File: src/design/lgu_pkg.sv
// ----------------------------------------------------------------------------
// lgu_pkg
// Shared types, constants and helpers of the loss and gradient unit.
// ----------------------------------------------------------------------------
package lgu_pkg;

    localparam logic [1:0] KIND_NULL  = 2'd0;
    localparam logic [1:0] KIND_MSE   = 2'd1;
    localparam logic [1:0] KIND_CCE   = 2'd2;
    localparam logic [1:0] KIND_SPARE = 2'd3;

    localparam logic [2:0] ADDR_KIND = 3'd0;
    localparam logic [2:0] ADDR_GRAD = 3'd4;

    localparam logic signed [31:0] Q_LN2   = 32'sd11629080;
    localparam logic signed [31:0] I32_MAX = 32'sh7FFF_FFFF;
    localparam logic signed [31:0] I32_MIN = 32'sh8000_0000;
    localparam logic signed [63:0] I64_MAX = 64'sh7FFF_FFFF_FFFF_FFFF;
    localparam logic signed [63:0] I64_MIN = 64'sh8000_0000_0000_0000;

    typedef enum logic [3:0] {
        ST_IDLE,
        ST_NORM,
        ST_INTERP,
        ST_LNSUM,
        ST_TERM,
        ST_MSQ,
        ST_ACCUM,
        ST_FINAL,
        ST_DIVW,
        ST_EMIT
    } t_state;

    // ln(1 + i/16) in Q.24
    function automatic logic [23:0] ln_tab(input logic [4:0] idx);
        logic [23:0] v;
        case (idx)
            5'd0:    v = 24'd0;
            5'd1:    v = 24'd1017112;
            5'd2:    v = 24'd1976072;
            5'd3:    v = 24'd2883169;
            5'd4:    v = 24'd3743728;
            5'd5:    v = 24'd4562291;
            5'd6:    v = 24'd5342767;
            5'd7:    v = 24'd6088544;
            5'd8:    v = 24'd6802576;
            5'd9:    v = 24'd7487455;
            5'd10:   v = 24'd8145470;
            5'd11:   v = 24'd8778647;
            5'd12:   v = 24'd9388795;
            5'd13:   v = 24'd9977530;
            5'd14:   v = 24'd10546303;
            5'd15:   v = 24'd11096425;
            5'd16:   v = 24'd11629080;
            default: v = 24'd0;
        endcase
        return v;
    endfunction

    // clip a 65-bit signed value to Q8.24; returns {clipped, value}
    function automatic logic [32:0] clip32(input logic signed [64:0] v);
        logic [32:0] r;
        if (v > 65'sd2147483647) begin
            r = {1'b1, I32_MAX};
        end else if (v < -65'sd2147483648) begin
            r = {1'b1, I32_MIN};
        end else begin
            r = {1'b0, v[31:0]};
        end
        return r;
    endfunction

endpackage

File: src/design/loss_and_gradient_unit.sv
// ----------------------------------------------------------------------------
// loss_and_gradient_unit
// MSE / categorical cross entropy loss and gradient over Q8.24 streams.
// ----------------------------------------------------------------------------
// One item at a time; the input is not ready while an element is in work.
// Gradient mode: MSE, null and the cross entropy cases with a zero target or
// a zero divisor go straight to emit, the cross entropy divide through the
// 64-step divider plus setup and emit. Loss mode: null goes straight to the
// accumulate, MSE through the square, cross entropy through the term for a
// non-positive prediction and otherwise through the one-bit leading-one
// shifter (its run set by the magnitude of the prediction), interpolation
// and the log sum. The last element adds a final step, and for MSE the mean
// divide. A finished result sits in the output register while the next
// element is taken; a second result waits until that register drains, and
// the input stalls meanwhile.
// ----------------------------------------------------------------------------
module loss_and_gradient_unit #(
    parameter int MAX_ELEMENTS = 1048576
) (
    input  logic        i_clk,
    input  logic        i_rst_n,
    // APB configuration
    input  logic        psel,
    input  logic        penable,
    input  logic        pwrite,
    input  logic [2:0]  paddr,
    input  logic [31:0] pwdata,
    output logic [31:0] prdata,
    output logic        pready,
    // input stream
    input  logic        i_s_tvalid,
    output logic        o_s_tready,
    input  logic [63:0] i_s_tdata,   // [31:0] prediction, [63:32] target
    input  logic        i_s_tlast,   // last_element
    // result stream
    output logic        o_m_tvalid,
    input  logic        i_m_tready,
    output logic [31:0] o_m_tdata,   // [31:0] value
    output logic [1:0]  o_m_tuser    // [0] is_loss, [1] saturated
);

    localparam int CntW = $clog2(MAX_ELEMENTS + 1);
    localparam logic [CntW-1:0] CntMax = CntW'(MAX_ELEMENTS);

    // configuration
    logic [1:0] r_kind;
    logic       r_grad;
    logic       cfg_wr;

    assign pready = 1'b1;
    assign cfg_wr = psel && penable && pwrite;

    always_ff @(posedge i_clk) begin
        if (!i_rst_n) begin
            r_kind <= '0;
            r_grad <= 1'b0;
        end else if (cfg_wr) begin
            unique case (paddr)
                lgu_pkg::ADDR_KIND: r_kind <= pwdata[1:0];
                lgu_pkg::ADDR_GRAD: r_grad <= pwdata[0];
                default: ;
            endcase
        end
    end

    always_comb begin
        unique case (paddr)
            lgu_pkg::ADDR_KIND: prdata = {30'd0, r_kind};
            lgu_pkg::ADDR_GRAD: prdata = {31'd0, r_grad};
            default:            prdata = '0;
        endcase
    end

    // datapath state
    lgu_pkg::t_state r_state, n_state;
    logic signed [63:0] r_acc, n_acc;
    logic [CntW-1:0]    r_count, n_count;
    logic               r_sticky, n_sticky;
    logic signed [31:0] r_t, n_t;
    logic [32:0]        r_d, n_d;
    logic               r_last, n_last;
    logic               r_flag, n_flag;
    logic [30:0]        r_m, n_m;
    logic [4:0]         r_k, n_k;
    logic signed [31:0] r_ln, n_ln;
    logic               r_neg, n_neg;
    logic [31:0]        r_val, n_val;
    logic               r_isl, n_isl;
    logic               r_sat, n_sat;
    logic               r_ov, n_ov;
    logic [31:0]        r_odata, n_odata;
    logic [1:0]         r_ouser, n_ouser;

    // shared units
    logic signed [33:0] mul_a, mul_b;
    logic signed [67:0] prod;
    logic               div_start, div_busy, div_done;
    logic [63:0]        div_num, div_quot;
    logic [31:0]        div_den;

    lgu_mul u_mul (
        .i_clk (i_clk),
        .i_a   (mul_a),
        .i_b   (mul_b),
        .o_p   (prod)
    );

    lgu_div u_div (
        .i_clk   (i_clk),
        .i_rst_n (i_rst_n),
        .i_start (div_start),
        .i_num   (div_num),
        .i_den   (div_den),
        .o_busy  (div_busy),
        .o_done  (div_done),
        .o_quot  (div_quot)
    );

    logic signed [31:0] s_p, s_t;
    logic signed [32:0] s_q, s_dif;
    logic [32:0]        clip;
    logic [4:0]         idx;
    logic [23:0]        tab_lo, tab_hi;
    logic [20:0]        tab_dif;
    logic [26:0]        frac_r;
    logic signed [6:0]  kdiff;
    logic signed [31:0] kterm;
    logic signed [63:0] addend;
    logic signed [64:0] sum65;
    logic               aflag, cflag;

    assign s_p     = i_s_tdata[31:0];
    assign s_t     = i_s_tdata[63:32];
    assign s_q     = 33'(s_p) + 33'sd1;
    assign s_dif   = 33'(s_p) - 33'(s_t);
    assign idx     = {1'b0, r_m[29:26]};
    assign tab_lo  = lgu_pkg::ln_tab(idx);
    assign tab_hi  = lgu_pkg::ln_tab(idx + 5'd1);
    assign tab_dif = 21'(tab_hi - tab_lo);
    assign frac_r  = {r_m[25:0], 1'b0};
    assign kdiff   = $signed({2'b00, r_k}) - 7'sd24;
    assign kterm   = 32'(kdiff) * lgu_pkg::Q_LN2;

    always_comb begin
        unique case (r_state)
            lgu_pkg::ST_INTERP: begin
                mul_a = $signed({13'd0, tab_dif});
                mul_b = $signed({7'd0, frac_r});
            end
            lgu_pkg::ST_MSQ: begin
                mul_a = $signed({1'b0, r_d});
                mul_b = $signed({1'b0, r_d});
            end
            lgu_pkg::ST_TERM: begin
                mul_a = 34'(r_t);
                mul_b = 34'(r_ln);
            end
            default: begin
                mul_a = '0;
                mul_b = '0;
            end
        endcase
    end

    always_comb begin
        n_state  = r_state;
        n_acc    = r_acc;
        n_count  = r_count;
        n_sticky = r_sticky;
        n_t      = r_t;
        n_d      = r_d;
        n_last   = r_last;
        n_flag   = r_flag;
        n_m      = r_m;
        n_k      = r_k;
        n_ln     = r_ln;
        n_neg    = r_neg;
        n_val    = r_val;
        n_isl    = r_isl;
        n_sat    = r_sat;
        n_ov     = r_ov;
        n_odata  = r_odata;
        n_ouser  = r_ouser;
        div_start = 1'b0;
        div_num   = '0;
        div_den   = '0;
        clip      = '0;
        addend    = '0;
        sum65     = '0;
        aflag     = 1'b0;
        cflag     = 1'b0;
        o_s_tready = (r_state == lgu_pkg::ST_IDLE);

        if (r_ov && i_m_tready) begin
            n_ov = 1'b0;
        end

        unique case (r_state)
            lgu_pkg::ST_IDLE: begin
                if (i_s_tvalid) begin
                    n_t    = s_t;
                    n_last = i_s_tlast;
                    n_flag = 1'b0;
                    n_d    = s_dif[32] ? 33'(-s_dif) : 33'(s_dif);
                    n_isl  = 1'b0;
                    n_sat  = 1'b0;
                    if (r_grad) begin
                        n_state = lgu_pkg::ST_EMIT;
                        case (r_kind)
                            lgu_pkg::KIND_MSE: begin
                                clip  = lgu_pkg::clip32(65'(s_dif));
                                n_val = clip[31:0];
                                n_sat = clip[32];
                            end
                            lgu_pkg::KIND_CCE: begin
                                if (s_t == 32'sd0) begin
                                    n_val = '0;
                                end else if (s_q == 33'sd0) begin
                                    n_sat = 1'b1;
                                    n_val = s_t[31] ? lgu_pkg::I32_MAX : lgu_pkg::I32_MIN;
                                end else begin
                                    // -t / (p + 1): magnitudes through the divider
                                    n_neg     = (s_t[31] == s_q[32]);
                                    div_start = 1'b1;
                                    div_num   = {8'd0, (s_t[31] ? 32'(-s_t) : 32'(s_t)),
                                                 24'd0};
                                    div_den   = s_q[32] ? 32'(-s_q) : 32'(s_q);
                                    n_state   = lgu_pkg::ST_DIVW;
                                end
                            end
                            default: n_val = s_p;
                        endcase
                    end else begin
                        case (r_kind)
                            lgu_pkg::KIND_MSE: n_state = lgu_pkg::ST_MSQ;
                            lgu_pkg::KIND_CCE: begin
                                if (s_p > 32'sd0) begin
                                    n_m     = s_p[30:0];
                                    n_k     = 5'd30;
                                    n_state = lgu_pkg::ST_NORM;
                                end else begin
                                    n_ln    = lgu_pkg::I32_MIN;
                                    n_flag  = 1'b1;
                                    n_state = lgu_pkg::ST_TERM;
                                end
                            end
                            default: n_state = lgu_pkg::ST_ACCUM;
                        endcase
                    end
                end
            end
            lgu_pkg::ST_NORM: begin
                // leading-one search, one bit a cycle
                if (r_m[30] || r_k == 5'd0) begin
                    n_state = lgu_pkg::ST_INTERP;
                end else begin
                    n_m = {r_m[29:0], 1'b0};
                    n_k = r_k - 5'd1;
                end
            end
            lgu_pkg::ST_INTERP: n_state = lgu_pkg::ST_LNSUM;
            lgu_pkg::ST_LNSUM: begin
                n_ln    = kterm + $signed({8'd0, tab_lo}) + $signed({11'd0, prod[47:27]});
                n_state = lgu_pkg::ST_TERM;
            end
            lgu_pkg::ST_TERM: n_state = lgu_pkg::ST_ACCUM;
            lgu_pkg::ST_MSQ:  n_state = lgu_pkg::ST_ACCUM;
            lgu_pkg::ST_ACCUM: begin
                case (r_kind)
                    lgu_pkg::KIND_MSE: addend = $signed({22'd0, prod[66:25]});
                    lgu_pkg::KIND_CCE: addend = -64'($signed(prod[67:24]));
                    default:           addend = '0;
                endcase
                sum65 = 65'(r_acc) + 65'(addend);
                if (sum65[64] != sum65[63]) begin
                    aflag = 1'b1;
                    n_acc = sum65[64] ? lgu_pkg::I64_MIN : lgu_pkg::I64_MAX;
                end else begin
                    n_acc = sum65[63:0];
                end
                if (r_count < CntMax) begin
                    n_count = r_count + CntW'(1);
                end else begin
                    cflag = 1'b1;
                end
                n_sticky = r_sticky | r_flag | aflag | cflag;
                n_state  = r_last ? lgu_pkg::ST_FINAL : lgu_pkg::ST_IDLE;
            end
            lgu_pkg::ST_FINAL: begin
                n_isl    = 1'b1;
                n_sat    = r_sticky;
                n_state  = lgu_pkg::ST_EMIT;
                case (r_kind)
                    lgu_pkg::KIND_MSE: begin
                        div_start = 1'b1;
                        div_num   = r_acc[63] ? 64'd0 : r_acc;
                        div_den   = (r_count == '0) ? 32'd1 : 32'(r_count);
                        n_state   = lgu_pkg::ST_DIVW;
                    end
                    lgu_pkg::KIND_CCE: begin
                        clip  = lgu_pkg::clip32(65'(r_acc));
                        n_val = clip[31:0];
                        n_sat = r_sticky | clip[32];
                    end
                    default: n_val = '0;
                endcase
                n_acc    = '0;
                n_count  = '0;
                n_sticky = 1'b0;
            end
            lgu_pkg::ST_DIVW: begin
                if (div_done) begin
                    n_state = lgu_pkg::ST_EMIT;
                    if (r_isl) begin
                        if (div_quot > 64'h7FFF_FFFF) begin
                            n_val = lgu_pkg::I32_MAX;
                            n_sat = 1'b1;
                        end else begin
                            n_val = div_quot[31:0];
                        end
                    end else if (r_neg) begin
                        if (div_quot > 64'h8000_0000) begin
                            n_val = lgu_pkg::I32_MIN;
                            n_sat = 1'b1;
                        end else begin
                            n_val = 32'(-div_quot[31:0]);
                        end
                    end else if (div_quot > 64'h7FFF_FFFF) begin
                        n_val = lgu_pkg::I32_MAX;
                        n_sat = 1'b1;
                    end else begin
                        n_val = div_quot[31:0];
                    end
                end
            end
            lgu_pkg::ST_EMIT: begin
                if (!r_ov || i_m_tready) begin
                    n_ov    = 1'b1;
                    n_odata = r_val;
                    n_ouser = {r_sat, r_isl};
                    n_state = lgu_pkg::ST_IDLE;
                end
            end
            default: n_state = lgu_pkg::ST_IDLE;
        endcase
    end

    always_ff @(posedge i_clk) begin
        if (!i_rst_n) begin
            r_state  <= lgu_pkg::ST_IDLE;
            r_acc    <= '0;
            r_count  <= '0;
            r_sticky <= 1'b0;
            r_ov     <= 1'b0;
        end else begin
            r_state  <= n_state;
            r_acc    <= n_acc;
            r_count  <= n_count;
            r_sticky <= n_sticky;
            r_ov     <= n_ov;
        end
        r_t     <= n_t;
        r_d     <= n_d;
        r_last  <= n_last;
        r_flag  <= n_flag;
        r_m     <= n_m;
        r_k     <= n_k;
        r_ln    <= n_ln;
        r_neg   <= n_neg;
        r_val   <= n_val;
        r_isl   <= n_isl;
        r_sat   <= n_sat;
        r_odata <= n_odata;
        r_ouser <= n_ouser;
    end

    assign o_m_tvalid = r_ov;
    assign o_m_tdata  = r_odata;
    assign o_m_tuser  = r_ouser;

`ifndef SYNTHESIS
    a_busy_not_ready: assert property (@(posedge i_clk) disable iff (!i_rst_n)
        div_busy |-> !o_s_tready) else $error("input taken during divide");
    a_final_clears: assert property (@(posedge i_clk) disable iff (!i_rst_n)
        (r_state == lgu_pkg::ST_FINAL) |=> (r_acc == '0 && r_count == '0 && !r_sticky))
        else $error("loss state not cleared after last element");
    a_count_bound: assert property (@(posedge i_clk) disable iff (!i_rst_n)
        r_count <= CntMax) else $error("element count beyond limit");
    a_divw_has_div: assert property (@(posedge i_clk) disable iff (!i_rst_n)
        (r_state == lgu_pkg::ST_DIVW && !div_done) |-> div_busy)
        else $error("waiting on idle divider");
`endif

endmodule

File: src/design/lgu_mul.sv
// ----------------------------------------------------------------------------
// lgu_mul
// Shared signed 34x34 multiplier with registered product.
// ----------------------------------------------------------------------------
module lgu_mul (
    input  logic               i_clk,
    input  logic signed [33:0] i_a,
    input  logic signed [33:0] i_b,
    output logic signed [67:0] o_p
);

    logic signed [67:0] r_p;

    always_ff @(posedge i_clk) begin
        r_p <= 68'(i_a) * 68'(i_b);
    end

    assign o_p = r_p;

endmodule

File: src/design/lgu_div.sv
// ----------------------------------------------------------------------------
// lgu_div
// Restoring unsigned divider, 64-bit dividend by 32-bit divisor, one
// quotient bit per cycle.
// ----------------------------------------------------------------------------
module lgu_div (
    input  logic        i_clk,
    input  logic        i_rst_n,
    input  logic        i_start,
    input  logic [63:0] i_num,
    input  logic [31:0] i_den,
    output logic        o_busy,
    output logic        o_done,
    output logic [63:0] o_quot
);

    logic [63:0] r_q, n_q;
    logic [32:0] r_rem, n_rem;
    logic [31:0] r_den, n_den;
    logic [6:0]  r_cnt, n_cnt;
    logic        r_busy, n_busy;
    logic        r_done, n_done;
    logic [32:0] rem_sh;
    logic [33:0] sub;

    always_comb begin
        n_q    = r_q;
        n_rem  = r_rem;
        n_den  = r_den;
        n_cnt  = r_cnt;
        n_busy = r_busy;
        n_done = 1'b0;
        rem_sh = {r_rem[31:0], r_q[63]};
        sub    = {1'b0, rem_sh} - {2'b00, r_den};
        if (i_start && !r_busy) begin
            n_q    = i_num;
            n_rem  = '0;
            n_den  = i_den;
            n_cnt  = 7'd64;
            n_busy = 1'b1;
        end else if (r_busy) begin
            if (!sub[33]) begin
                n_rem = sub[32:0];
                n_q   = {r_q[62:0], 1'b1};
            end else begin
                n_rem = rem_sh;
                n_q   = {r_q[62:0], 1'b0};
            end
            n_cnt = r_cnt - 7'd1;
            if (r_cnt == 7'd1) begin
                n_busy = 1'b0;
                n_done = 1'b1;
            end
        end
    end

    always_ff @(posedge i_clk) begin
        if (!i_rst_n) begin
            r_busy <= 1'b0;
            r_done <= 1'b0;
            r_cnt  <= '0;
        end else begin
            r_busy <= n_busy;
            r_done <= n_done;
            r_cnt  <= n_cnt;
        end
        r_q   <= n_q;
        r_rem <= n_rem;
        r_den <= n_den;
    end

    assign o_busy = r_busy;
    assign o_done = r_done;
    assign o_quot = r_q;

`ifndef SYNTHESIS
    a_done_ends_busy: assert property (@(posedge i_clk) disable iff (!i_rst_n)
        o_done |-> !o_busy) else $error("divider done while busy");
    a_cnt_live: assert property (@(posedge i_clk) disable iff (!i_rst_n)
        o_busy |-> r_cnt != 7'd0) else $error("divider busy with zero count");
    a_start_len: assert property (@(posedge i_clk) disable iff (!i_rst_n)
        (i_start && !o_busy) |=> o_busy && r_cnt == 7'd64)
        else $error("divider did not load");
`endif

endmodule
File: config.mk
export PLATFORM = sky130hd
export DESIGN_NAME = loss_and_gradient_unit
export DESIGN_NICKNAME = d
export VERILOG_FILES = /design/src/design/lgu_pkg.sv /design/src/design/loss_and_gradient_unit.sv /design/src/design/lgu_mul.sv /design/src/design/lgu_div.sv
export SDC_FILE = /design/constraint.sdc
export NUM_CORES = 2
export LEC_CHECK = 0
export BUFFER_PORTS_ARGS = -buffer_cell sky130_fd_sc_hd__buf_4
export CORE_MARGIN = 1
export CORE_UTILIZATION = 65
export DETAILED_ROUTE_END_ITERATION = 8
export HOLD_SLACK_MARGIN = 0.05
export PLACE_DENSITY = 0.82
export REMOVE_ABC_BUFFERS = 1
export SETUP_SLACK_MARGIN = 0.1
export SLEW_MARGIN = 40
export SYNTH_ARGS = -nofsm -noshare
export SYNTH_HDL_FRONTEND = slang
export SYNTH_HIERARCHICAL = 1
export SYNTH_SLANG_ARGS = --single-unit
File: constraint.sdc
create_clock -name i_clk -period 33.6 [get_ports i_clk]
set_input_delay 1.68 -clock i_clk [delete_from_list [all_inputs] [get_ports i_clk]]
set_output_delay 1.68 -clock i_clk [all_outputs]
set_load 0.02 [all_outputs]
== Yosys cells after proc, flatten, opt, wreduce, memory -nomap -nowiden ==
Memory sizes are Yosys's and may differ from the RTL's. A register that Yosys moved wholly into a read port is not among the register bits.
Index checks and enable logic that the tools add are counted.

* Register bits: 503
* Bits in read-only memories: 1,536
* Input bits: 107
* Output and inout bits: 69
* Logic and storage cells: 251
* Memories: 2

{| class="wikitable"
|+ Memories
! name !! words !! bits a word !! read ports !! clocked after memory_dff !! write ports !! line !! text
|-
| (name not given) || 32 || 24 || 1 || 0 || 0 || lgu_pkg.sv:37 || <nowiki>case (idx)</nowiki>
|-
| (name not given) || 32 || 24 || 1 || 1 || 0 || lgu_pkg.sv:37 ||
|}

* $add $sub $neg: 17
* Multiply operators: 2
* Magnitude comparators: 8
* Equality and inequality tests: 29
* Mux-type cells: 119
* Bitwise logic cells: 9
* Reductions and logical operators: 36

{| class="wikitable"
|+ Operators with widths
! kind !! count
|-
| 32-bit two-way mux || 23
|-
| 64-bit two-way mux || 5
|-
| 56-bit two-way mux || 5
|-
| 32-bit case mux with 2 select lines || 4
|-
| 64-bit case mux with 2 select lines || 2
|-
| 34-bit case mux with 3 select lines || 2
|-
| 33-bit two-way mux || 6
|-
| 31-bit two-way mux || 5
|-
| 64-bit by 32-bit > comparator with 1-bit output (second input constant) || 2
|-
| 63-bit two-way mux || 2
|-
| 63-bit case mux with 2 select lines || 1
|-
| 32-bit negator || 3
|-
| 32-bit case mux with 3 select lines || 1
|-
| 34-bit by 34-bit multiplier with 68-bit output || 1
|-
| 64-bit by 64-bit adder with 65-bit output || 1
|-
| 64-bit by 31-bit > comparator with 1-bit output (second input constant) || 1
|-
| 64-bit by 32-bit < comparator with 1-bit output (second input constant) || 1
|-
| 44-bit negator with 64-bit output || 1
|-
| 21-bit two-way mux || 3
|-
| 31-bit case mux with 2 select lines || 1
|-
| 21-bit case mux with 2 select lines || 1
|-
| 4-bit case mux with 9 select lines || 1
|-
| 1-bit two-way mux || 34
|-
| 33-bit by 32-bit subtractor with 34-bit output || 1
|-
| other kinds (57) || 113
|}

== Depth between registers and ports, before layout ==
* Depth after elaboration: 10
* Mapped depth: 51

== Modules after synthesis ==
The synthesis kept the hierarchy.

{| class="wikitable"
|+ By module, submodules not included
! module !! instances !! cells each !! area each (um^2) !! seq. area each (um^2)
|-
| lgu_mul || 1 || 4,662 || 43,484.2 || 1,361.3
|-
| loss_and_gradient_unit || 1 || 4,047 || 31,815.5 || 8,488.1
|-
| lgu_div || 1 || 775 || 7,134.3 || 3,703.6
|}

== Least setup slack after synthesis ==
Ideal clock, no wire load.

* Path type: register to register
* From: reg r_m[27]
* To: reg u_mul.r_p[65], in the netlist u_mul/o_p[65]
* Arrival: 11.740 ns
* Data required time: 33.505 ns
* Slack: 21.765 ns
* Stages on the path, launching flop included: 49
* Period minus slack after synthesis: 11.835 ns
* Cell sequence: edfxtp_1 > ha_1 > clkbuf_1 > inv_1 > ha_1 > clkbuf_1 > inv_1 > clkbuf_1 > o211ai_1 > ha_1 > inv_1 > fa_1 > a21o_1 > a21oi_1 > o21bai_1 > a211oi_1 > or3_1 > a31oi_1 > [... 13 more ...] > fa_1 > inv_1 > fa_1 > fa_1 > inv_1 > fa_1 > inv_1 > ha_1 > buf_2 > a21oi_1 > o211a_1 > o211ai_2 > o31ai_4 > o31ai_4 > a211oi_2 > o21ai_2 > a211o_1 > o311ai_1

* Word-level cells in the longest chain between the ends: 5

{| class="wikitable"
|+ RTL lines
! what !! line !! text
|-
| start, declared || loss_and_gradient_unit.sv:83 || <nowiki>logic [30:0] r_m, n_m;</nowiki>
|-
| start signal, assigned || loss_and_gradient_unit.sv:366 || <nowiki>r_m <= n_m;</nowiki>
|-
| 4-bit by 1-bit adder with 5-bit output || loss_and_gradient_unit.sv:138 || <nowiki>assign tab_hi = lgu_pkg::ln_tab(idx + 5'd1);</nowiki>
|-
| memory read 32 x 24 bit || n/a ||
|-
| 21-bit subtractor || loss_and_gradient_unit.sv:139 || <nowiki>assign tab_dif = 21'(tab_hi - tab_lo);</nowiki>
|-
| 34-bit case mux with 3 select lines || loss_and_gradient_unit.sv:145 || <nowiki>unique case (r_state)</nowiki>
|-
| named net mul_a[20] || loss_and_gradient_unit.sv:95 || <nowiki>logic signed [33:0] mul_a, mul_b;</nowiki>
|-
| 34-bit by 34-bit multiplier with 68-bit output || lgu_mul.sv:15 || <nowiki>r_p <= 68'(i_a) * 68'(i_b);</nowiki>
|-
| end signal, assigned || lgu_mul.sv:15 ||
|-
| end, declared || lgu_mul.sv:12 || <nowiki>logic signed [67:0] r_p;</nowiki>
|}

The timed path passes the listed nets, and every way through them passes these cells.
A chain may end at the register's enable or synchronous reset.

== Worst setup path after layout ==
* From: reg r_m[26]
* To: reg u_mul.r_p[61], in the netlist u_mul/o_p[61]

The elaborated chain is that of the path after synthesis.

==> load_flow_metrics.sql <==
INSERT INTO impl_metrics (metric_group, metric, value, unit) VALUES
('status', 'outcome', 'finished with violations', ''),
('status', 'failed_checks', 'design-rule violations', ''),
('worst_setup_path', 'timing.critical_path.required', '34.14', 'ns'),
('clock_network', 'numCtsBuffers', '55', ''),
('routing', 'route.detailed.drc', '4', ''),
('clock_network', 'ctsHoldBuffers', '0', ''),
('clock_network', 'cts-root-buf', 'sky130_fd_sc_hd__clkbuf_16', ''),
('routing', 'drtIter0Drc', '8366', ''),
('floorplanning', 'floorplan.io_pins', '176', ''),
('clock_network', 'post-cts-setup-buffer-count', '0', ''),
('clock_network', 'clockBufferDepth', '3', ''),
('routing', 'route.vias.total', '69267', ''),
('grt', 'total_overflow_reported_by_the_global_router', '0', ''),
('worst_setup_path', 'timing.critical_path.mode_cell', 'sky130_fd_sc_hd__fa_1', ''),
('routing', 'route.antenna.remaining_nets', '0', ''),
('timing', 'maxSlewViolCount', '0', ''),
('routing', 'avgViaCountPerCell', '6.34', ''),
('floorplanning', 'fp.dieArea', '127000', 'µm²'),
('timing', 'finalClockSkew', '0.103', 'ns'),
('synthesis', 'synthesis.yosys.warnings', '6', ''),
('floorplanning', 'rows', '129', ''),
('grt', 'grt_antenna_before_repair', '31', ''),
('cells_and_area', 'drive_gt1_frac', '0.0542', ''),
('timing', 'finalSetupTns', '0', 'ns'),
('cells_and_area', 'syn2layout_area_growth', '5.27', '%'),
('synthesis', 'syn_area', '81600', 'µm²'),
('placed_design', 'io_buffers', '114', ''),
('grt', 'grt_max_degree', '66', ''),
('floorplanning', 'coreArea', '124000', 'µm²'),
('grt', 'groute.usage.overall', '0.426', ''),
('worst_setup_path', 'critical_path.startpoint_type', 'register', ''),
('routing', 'routedWlPerCell', '24.4', 'µm'),
('clock_network', 'cts_clock_pin_slew_for_the_worst_setup_and_hold_paths', '0.06', 'ns'),
('power', 'power-per-cell-area', '74.4', 'nW/µm²'),
('floorplanning', 'chipWidth', '356', 'µm'),
('timing', 'max_clock_freq', '69.4', 'MHz'),
('worst_setup_path', 'biggest_cell_delay_along_the_critical_path', '0.79', 'ns'),
('timing', 'final_min_period_over_clock_period', '0.429', ''),
('floorplanning', 'dieHeight', '356', 'µm'),
('timing', 'rsz0062_at_grt', 'no', ''),
('worst_setup_path', 'worst-setup-path-type', 'reg -> reg', ''),
('placed_design', 'routabilityCongestion', '1.07', ''),
('clock_network', 'clk_latency', '0.70', 'ns'),
('timing', 'timing_worst_slew_pin_value', '1.05', 'ns'),
('timing', 'worst_slew_margin_rel', '0.300', ''),
('grt', 'grt_pass1_wl', '410000', 'µm'),
('timing', 'setup-violations-final', '0', ''),
('clock_network', 'cts.sinks', '503', ''),
('routing', 'finalWirelength', '267000', 'µm'),
('grt', 'grt_pass1_vias', '70937', ''),
('floorplanning', 'initial_core_util', '0.658', ''),
('hold_path', 'hold_path_class', 'reg -> reg', ''),
('worst_setup_path', 'endpoint_kind', 'register', ''),
('clock_network', 'h-tree-depth', '2', ''),
('clock_network', 'cts_tree', 'done', ''),
('timing', 'timing.final.crit_period', '14.42', 'ns'),
('worst_setup_path', 'slowest_stage', 'sky130_fd_sc_hd__edfxtp_1', ''),
('timing', 'hold_violations', '0', ''),
('synthesis', 'syn-mean-instance-area', '8.67', 'µm²'),
('synthesis', 'post_synth_inst_count', '9411', ''),
('placed_design', 'detailed_place.area', '83900', 'µm²'),
('routing', 'dr.pass1.iters', '9', ''),
('worst_setup_path', 'cp_max_fo', '34', ''),
('power', 'static-leakage-power', '41.0', 'nW'),
('run', 'maxCapViolCount', '0', ''),
('cells_and_area', 'number_of_nets_in_the_layout', '11108', ''),
('placed_design', 'hpwl', '198000', 'µm'),
('clock_network', 'cts_resized', '0', ''),
('power', 'ir_worst_vdd', '0.0870', 'mV'),
('cells_and_area', 'finalInstanceArea', '85900', 'µm²'),
('worst_setup_path', 'cp_data_arrival_time', '14.95', 'ns');
==> registers in the layout, indices dropped and copies added, names as in the netlist, 7 cells and up <==
register	cells
o_m_tdata	32
r_acc	64
r_count	21
r_d	33
r_ln	32
r_m	31
r_t	32
r_val	32
tab_lo	24
u_div/o_quot	64
u_div/r_cnt	7
u_div/r_den	32
u_div/r_rem	32
u_mul/o_p	44
==> power breakdown <==
group | switching [W] | internal [W] | total, W
Combinational | 0.00320 | 0.00158 | 0.00478
Clock | 0.000291 | 0.000386 | 0.000677
Sequential | 0.000120 | 0.000813 | 0.000934
==> final timing paths <==
check	startpoint	to	slack, ns	cells past startpoint
worst max-delay path	r_m[26]	u_mul/o_p[61]	19.18	41
worst min-delay path	r_val[5]	o_m_tdata[5]	0.41	0
worst max register to register	r_m[26]	u_mul/o_p[61]	19.18	41
worst min register to register	r_val[5]	o_m_tdata[5]	0.41	0
==> worst max-delay path: cells and delay by family (launching register included) <==
kind | cells | cell delay, ns
DFF | 1 | 0.79
buffers and inverters | 6 | 1.23
AOI/OAI and AO/OA | 16 | 4.64
xor gates and xnor gates | 2 | 0.30
and+or+nand+nor | 4 | 1.07
adders and majority gates | 13 | 6.32
==> layer usage <==
| layer | share of wire | GRT usage | vias up |
|---|---|---|---|
| li1 | - | - | 29914 |
| met1 | 0.36 | 0.542 | 34132 |
| met2 | 0.44 | 0.648 | 4103 |
| met3 | 0.13 | 0.130 | 1092 |
| met4 | 0.067 | 0.238 | 26 |
| met5 | 0.0012 | 0.00815 | - |
==> through the flow <==
stage	std cells	hold slack, ns	util	total power (W)	worst slack [ns]
6_report	10929	0.414	0.692	0.00639	19.18
5_1_grt	10922	0.425	0.692	0.00688	18.62
4_1_cts	10922	0.421	0.692	0.00627	19.51
3_5_place_dp	10818	0.405	0.676	0.00556	19.49
3_3_place_gp	10817	0.404	0.675	0.00544	19.39
2_1_floorplan	8933	0.400	-	0.00400	20.84
==> cell usage in the layout, fill, tap and decap left out, drive strengths merged, types with 39 or more instances in the layout <==
cell / n
edfxtp: 300
a21o: 120
nand3: 103
xnor2: 276
nand4: 80
or3: 40
nand2b: 53
inv: 1568
o211ai: 39
a31oi: 62
dfxtp: 203
buf: 248
o31ai: 48
clkbuf: 68
fa: 1273
nor3: 134
nand2: 1213
nor4: 56
a211oi: 90
nor2: 441
o21ai: 428
nor2b: 55
o21bai: 40
and3: 47
ha: 490
a21oi: 422
and2: 684
xor2: 131
==> layout make-up <==
cell class | instances | area (µm²)
Clock buffer | 68 | 1470
Inverter | 1568 | 5900
Clock inverter | 36 | 507
Sequential cell | 503 | 13100
Tap cell | 1637 | 2050
Fill cell | 9682 | 38200
Timing Repair Buffer | 248 | 1880
Multi-Input combinational cell | 6862 | 61000
Antenna cell | 7 | 17.5
Power figures use the tool's default switching activity.
